### config.mk
export PLATFORM = sky130hd
export DESIGN_NAME = kwm_ctrl
export DESIGN_NICKNAME = d
export VERILOG_FILES = /design/src/hdl/kwm_pkg.sv /design/src/hdl/kwm_ctrl.sv
export VERILOG_INCLUDE_DIRS = /design/src /design/src/hdl
export SDC_FILE = /design/constraint.sdc
export NUM_CORES = 1
export LEC_CHECK = 0
export BUFFER_PORTS_ARGS = -buffer_cell sky130_fd_sc_hd__buf_2
export CORE_AREA = 2 2 39 41
export CTS_CLUSTER_SIZE = 25
export DETAILED_ROUTE_END_ITERATION = 8
export DIE_AREA = 0 0 41 43
export GPL_TIMING_DRIVEN = 0
export PLACE_DENSITY_LB_ADDON = 0.3
export RECOVER_POWER = 25
export SYNTH_ARGS = -nofsm -noshare
export SYNTH_HDL_FRONTEND = slang
export SYNTH_SLANG_ARGS = --single-unit
### constraint.sdc
create_clock -name clk_i -period 1.42 [get_ports clk_i]
set_input_delay 0.426 -clock clk_i [delete_from_list [all_inputs] [get_ports clk_i]]
set_output_delay 0.426 -clock clk_i [all_outputs]
set_load 0.01 [all_outputs]
### src/hdl/k_way_merge_multikey_core_macros.svh
// Assertion helpers shared by the merge core modules
`ifndef K_WAY_MERGE_MULTIKEY_CORE_MACROS_SVH
`define K_WAY_MERGE_MULTIKEY_CORE_MACROS_SVH

// same-cycle implication, checked out of reset
`define KWM_ASSERT_NOW(lbl, ante, cons, msg) \
  lbl: assert property (@(posedge clk_i) disable iff (!rst_ni) (ante) |-> (cons)) \
    else $error(msg);

// next-cycle implication, checked out of reset
`define KWM_ASSERT_NEXT(lbl, ante, cons, msg) \
  lbl: assert property (@(posedge clk_i) disable iff (!rst_ni) (ante) |=> (cons)) \
    else $error(msg);

`endif

### src/hdl/kwm_pkg.sv
`timescale 1ns / 1ps
package kwm_pkg;

  localparam int unsigned DefRuns     = 16;
  localparam int unsigned DefRunDepth = 64;
  localparam int unsigned NumCols     = 4;
  localparam int unsigned ColW        = 32;
  localparam int unsigned MaxSlot     = 64;

  typedef logic [NumCols-1:0][ColW-1:0] row_t;

  typedef enum logic [1:0] {
    ST_ROW    = 2'd0,
    ST_PUSHED = 2'd1,
    ST_EMPTY  = 2'd2,
    ST_DROP   = 2'd3
  } status_e;

  typedef enum logic [2:0] {
    CFG_KEY_COUNT = 3'd0,
    CFG_KEY0_COL  = 3'd1,
    CFG_KEY0_DESC = 3'd2,
    CFG_KEY1_COL  = 3'd3,
    CFG_KEY1_DESC = 3'd4,
    CFG_KEY2_COL  = 3'd5,
    CFG_KEY2_DESC = 3'd6,
    CFG_ROWS_PAGE = 3'd7
  } cfg_idx_e;

  typedef enum logic [2:0] {
    S_IDLE,
    S_PUSH,
    S_SCAN,
    S_LAST,
    S_COMMIT
  } state_e;

  typedef struct packed {
    logic               op;
    logic [3:0]         run;
    logic signed [31:0] col0;
    logic signed [31:0] col1;
    logic signed [31:0] col2;
    logic signed [31:0] col3;
  } in_item_t;

  typedef struct packed {
    status_e            status;
    logic [3:0]         source_run;
    logic signed [31:0] out_col0;
    logic signed [31:0] out_col1;
    logic signed [31:0] out_col2;
    logic signed [31:0] out_col3;
    logic [15:0]        page_number;
    logic [6:0]         row_slot;
  } out_item_t;

  // controller -> datapath
  typedef struct packed {
    logic take;    // input ready
    logic start;   // clear scan state on accept
    logic push;    // perform push, load output
    logic issue;   // issue head read for scan run
    logic cmp;     // compare head returned from memory
    logic commit;  // pop winner, load output
  } cmd_t;

  // datapath -> controller
  typedef struct packed {
    logic in_valid;
    logic in_op;
    logic scan_last;
    logic out_free;
  } sts_t;

endpackage

### src/hdl/kwm_ctrl.sv
`timescale 1ns / 1ps
`include "k_way_merge_multikey_core_macros.svh"
module kwm_ctrl (
  input  logic          clk_i,
  input  logic          rst_ni,
  input  kwm_pkg::sts_t sts_i,
  output kwm_pkg::cmd_t cmd_o
);
  import kwm_pkg::*;

  state_e state_q, state_d;
  logic   accept;

  assign accept = (state_q == S_IDLE) && sts_i.in_valid;

  // state register
  always_ff @(posedge clk_i or negedge rst_ni) begin
    if (!rst_ni) begin
      state_q <= S_IDLE;
    end else begin
      state_q <= state_d;
    end
  end

  // next state and commands
  always_comb begin
    state_d = state_q;
    cmd_o   = '0;
    unique case (state_q)
      S_IDLE: begin
        cmd_o.take  = 1'b1;
        cmd_o.start = sts_i.in_valid;
        if (sts_i.in_valid) begin
          state_d = sts_i.in_op ? S_SCAN : S_PUSH;
        end
      end
      S_PUSH: begin
        if (sts_i.out_free) begin
          cmd_o.push = 1'b1;
          state_d    = S_IDLE;
        end
      end
      S_SCAN: begin
        cmd_o.issue = 1'b1;
        cmd_o.cmp   = 1'b1;
        if (sts_i.scan_last) begin
          state_d = S_LAST;
        end
      end
      S_LAST: begin
        cmd_o.cmp = 1'b1;
        state_d   = S_COMMIT;
      end
      S_COMMIT: begin
        if (sts_i.out_free) begin
          cmd_o.commit = 1'b1;
          state_d      = S_IDLE;
        end
      end
      default: state_d = S_IDLE;
    endcase
  end

  `KWM_ASSERT_NEXT(a_accept_busy, accept, state_q != S_IDLE, "accepted beat left controller idle")
  `KWM_ASSERT_NEXT(a_scan_end, (state_q == S_SCAN) && sts_i.scan_last, state_q == S_LAST,
                   "scan did not drain after last run")
  `KWM_ASSERT_NEXT(a_last_commit, state_q == S_LAST, state_q == S_COMMIT,
                   "drain cycle not followed by commit")

endmodule

Word-level counts from Yosys, hierarchy flattened
Cells that the tools add are included.

storage, ports and cells
  flip-flop bits (word level) = 3
  input bits = 6

cells by class
  equality and inequality tests = 7
  mux-type cells = 11
  reduce and logical (&&, ||, !) cells = 4

operator list
  kind                                            count
  one-hot mux 3 bit (4 select lines)              1
  2-to-1 mux 3 bit                                3
  == test 3 x 2 -> 1 bit (second input constant)  2
  2-to-1 mux 1 bit                                5
  2-to-1 mux 2 bit                                2
  != test 2 bit (second input constant)           2
  OR reduction 2 bit                              2
  == test 3 x 1 -> 1 bit (second input constant)  1
  == test 3 bit (second input constant)           1
  logical NOT 3 bit                               1
  AND reduction 3 bit                             1
  != test 2 x 1 -> 1 bit (second input constant)  1

Longest topological paths before layout
  depth after elaboration = 4
  mapped depth = 3
  mapped depth without buffers = 2

Worst setup path before layout
No wires, ideal clock.

  kind = reg-to-output
  start = register state_q[0]
  end = output cmd_o[4] in the netlist's numbering
  arrival = 1092 ps
  required time = 994 ps
  path slack = -98 ps
  stages on the path, launching flop included = 4
  path through = dfrtp_1 buf_6 or4b_4 inv_1

RTL lines
  item                      line            source
  start: declaration        kwm_ctrl.sv:11  state_e state_q, state_d;
  start signal: assignment  kwm_ctrl.sv:21  state_q <= state_d;
  end: declaration          kwm_ctrl.sv:7   output kwm_pkg::cmd_t cmd_o

==> flow_metrics.env <==
export IMPL_outcome="complete, but fails checks"
export IMPL_violations="negative setup slack"
export IMPL_dp_cells=45
export IMPL_holdPathStages=2
export IMPL_clk_latency_ps=230
export IMPL_r2r_slack_ps=50
export IMPL_final_cells=58
export IMPL_hp_class="primary input to register"
export IMPL_yosysWarnings=0
export IMPL_timing_final_ws_setup_ps=-335.3
export IMPL_die_w_um=41
export IMPL_syn_avg_cell_area_um2=11.47
export IMPL_fillCellCount=151
export IMPL_syn_inst=18
export IMPL_clock_skew_ps=1.371
export IMPL_min_to="state_q[0]$_DFFE_PN0P_"
export IMPL_netlist_area_leader_share=0.3636
export IMPL_h_tree_depth=1
export IMPL_yosys_most_used_dff="dfrtp_1"
export IMPL_grt_usage=0.07723
export IMPL_port_buffer_count=11
export IMPL_synth_seq_cells=3
export IMPL_rows=14
export IMPL_rsz0062_at_grt="yes"
export IMPL_drtIter0Drc=1
export IMPL_grt_overflow_total=0
export IMPL_hpwl_um=371.1
export IMPL_endpoint_kind="primary output"
export IMPL_ant_nets=0
export IMPL_die_area_um2=1763
export IMPL_ff2ff_path_depth=4
export IMPL_largest_register="state_q"
export IMPL_drv_slew=0
export IMPL_final_seq_area_um2=77.57
export IMPL_die_height_um=43
export IMPL_fmax_mhz=569.7
export IMPL_grt_pass1_vias=202
export IMPL_largest_register_ffs=3
export IMPL_place_gp_congestion=0.5788
export IMPL_worstReg2RegEnd="state_q[0]$_DFFE_PN0P_"
export IMPL_synth_nets=24
export IMPL_tightest_slew_ps=248.0
export IMPL_crit_fanout=2
export IMPL_wl_um=625
export IMPL_hold_path_startpoint="sts_i[2]"
export IMPL_synth_area_leaders="dfrtp_1, or4b_4, and4bb_2"
export IMPL_seq_area_frac_synth=0.3636
export IMPL_dr_total_vias=237
export IMPL_ys_types=15
export IMPL_cts_buffers=3
export IMPL_multi_input_area_um2=132.6
export IMPL_drv_cap=0
export IMPL_cp_required_ps=990
export IMPL_worst_ep_arrival_time_ps=1330
export IMPL_crit_path_start_kind="register"
export IMPL_synth_area_um2=206.4
export IMPL_nNetsFinal=49
export IMPL_p_leak_nw=0.2095
export IMPL_routed_via_density=4.086
export IMPL_wl_per_cell_um=10.78
export IMPL_drive_above_1_share=0.7381
export IMPL_drc=0
export IMPL_area_growth_pct=100.0
export IMPL_synthTopCellsByCount="dfrtp_1, nor3_1"
export IMPL_yosysMostFrequentCell="dfrtp_1"
export IMPL_critPathKind="register to primary output"
export IMPL_io_pins=12
export IMPL_grt_start_max_net_pins=11
export IMPL_yosys_area_top_type="dfrtp_1"
export IMPL_finalSetupViolations=6
export IMPL_synth_edf_count=0
export IMPL_cts_sinks=3
export IMPL_antenna_found_initial=0
export IMPL_clk_pin_slew_worst_paths_ps=40
export IMPL_coreArea_um2=1384
export IMPL_layout_min_cycle_time_ps=1755
export IMPL_grt_pass1_wl_um=862
export IMPL_top_regs="state_q: 3 flops"
export IMPL_async_reset_ff_frac=1.000
export IMPL_finalHoldViolCount=0
export IMPL_antennaDiodeCount=0
export IMPL_min_period_over_period=1.236
export IMPL_ir_drop_mv=0.6276
export IMPL_rr_startpoint="state_q[2]$_DFFE_PN0P_"
export IMPL_cts_root_buf="clkbuf_4"
export IMPL_start_util=0.1492
export IMPL_slew_headroom=0.8323
export IMPL_cts_buffer_depth=2
export IMPL_powerDensity_nw_per_um2=2047
export IMPL_holdWs_ps=422.6
export IMPL_drtPass1Iterations=2
export IMPL_tritoncts="built"
## cell families after synthesis
logic type,share of synthesized area
AND/OR/NAND/NOR,0.4424
flip-flops,0.3636
buffers and inverters,0.07271
AO/OA/AOI/OAI,0.1212
## how the worst max path moves through the flow
stage	startpoint	end	cells past startpoint
finish	state_q[2]$_DFFE_PN0P_	cmd_o[4]	3
global route	state_q[2]$_DFFE_PN0P_	cmd_o[4]	3
CTS	state_q[1]$_DFFE_PN0P_	cmd_o[4]	3
detailed placement	state_q[2]$_DFFE_PN0P_	cmd_o[4]	3
global placement	state_q[2]$_DFFE_PN0P_	cmd_o[4]	3
floorplan	state_q[2]$_DFFE_PN0P_	cmd_o[4]	2
## per-stage QoR
stage	setup slack, ps	total power, mW	TNS [ps]	utilization	area, um^2
CTS	-399.7	0.7776	-1202	0.2749	380.4
global route	-361.4	0.9063	-1217	0.2984	412.9
detailed placement	-208.8	0.4895	-208.8	0.2034	281.5
global placement	-202.8	0.4862	-202.8	0.2034	281.5
floorplan	-64.75	0.3774	-64.75	-	206.4
finish	-335.3	0.8452	-925.3	0.2984	412.9
## cell type report
| cell class | count | area share |
|---|---|---|
| timing repair buffer | 21 | 0.3697 |
| tap | 16 | 0.04848 |
| inverter | 1 | 0.009091 |
| sequential | 3 | 0.1879 |
| multi-input combinational | 13 | 0.3212 |
| clock buffer | 4 | 0.06364 |
## timing repair
| item | in CTS | in global routing |
|---|---|---|
| cloned | 1 | 0 |
| resized for setup | 7 | 4 |
| hold buffers | 1 | 0 |
| buffers inserted | 4 | 5 |
| endpoints found under the hold margin | 3 | 0 |
| endpoints found under the setup margin | 6 | 6 |
| pin swaps | 2 | 3 |
## worst max-delay path, cell delays in order (launching register included)
cell	delay, ps
dfrtp_2	400
or4b_4	540
inv_2	70
buf_6	90
## cell usage in the layout (no fill, tap or decap), drive strengths merged
cell / instances
inv: 1
nor3: 2
dfrtp: 3
or4b: 2
nor4bb: 1
and4bb: 1
and2b: 1
o211ai: 1
nor3b: 1
a21oi: 1
nor4b: 1
buf: 19
a21o: 1
dlygate4sd3: 1
or4bb: 1
clkbuf: 5
## layer usage
| layer | track usage | wire, um |
|---|---|---|
| met1 | 0.1218 | 316 |
| met2 | 0.07500 | 243 |
| met3 | 0.04712 | 66 |
| met4 | 0.04000 | 0 |
| met5 | 0 | 0 |
## report_power, final
part | internal (mW) | leakage (nW) | total, mW | switching (mW)
logic | 0.320 | 0.158 | 0.542 | 0.222
clock network | 0.105 | 0.0150 | 0.147 | 0.0420
registers | 0.126 | 0.0361 | 0.156 | 0.0303
(Power assumes the default switching activity.)
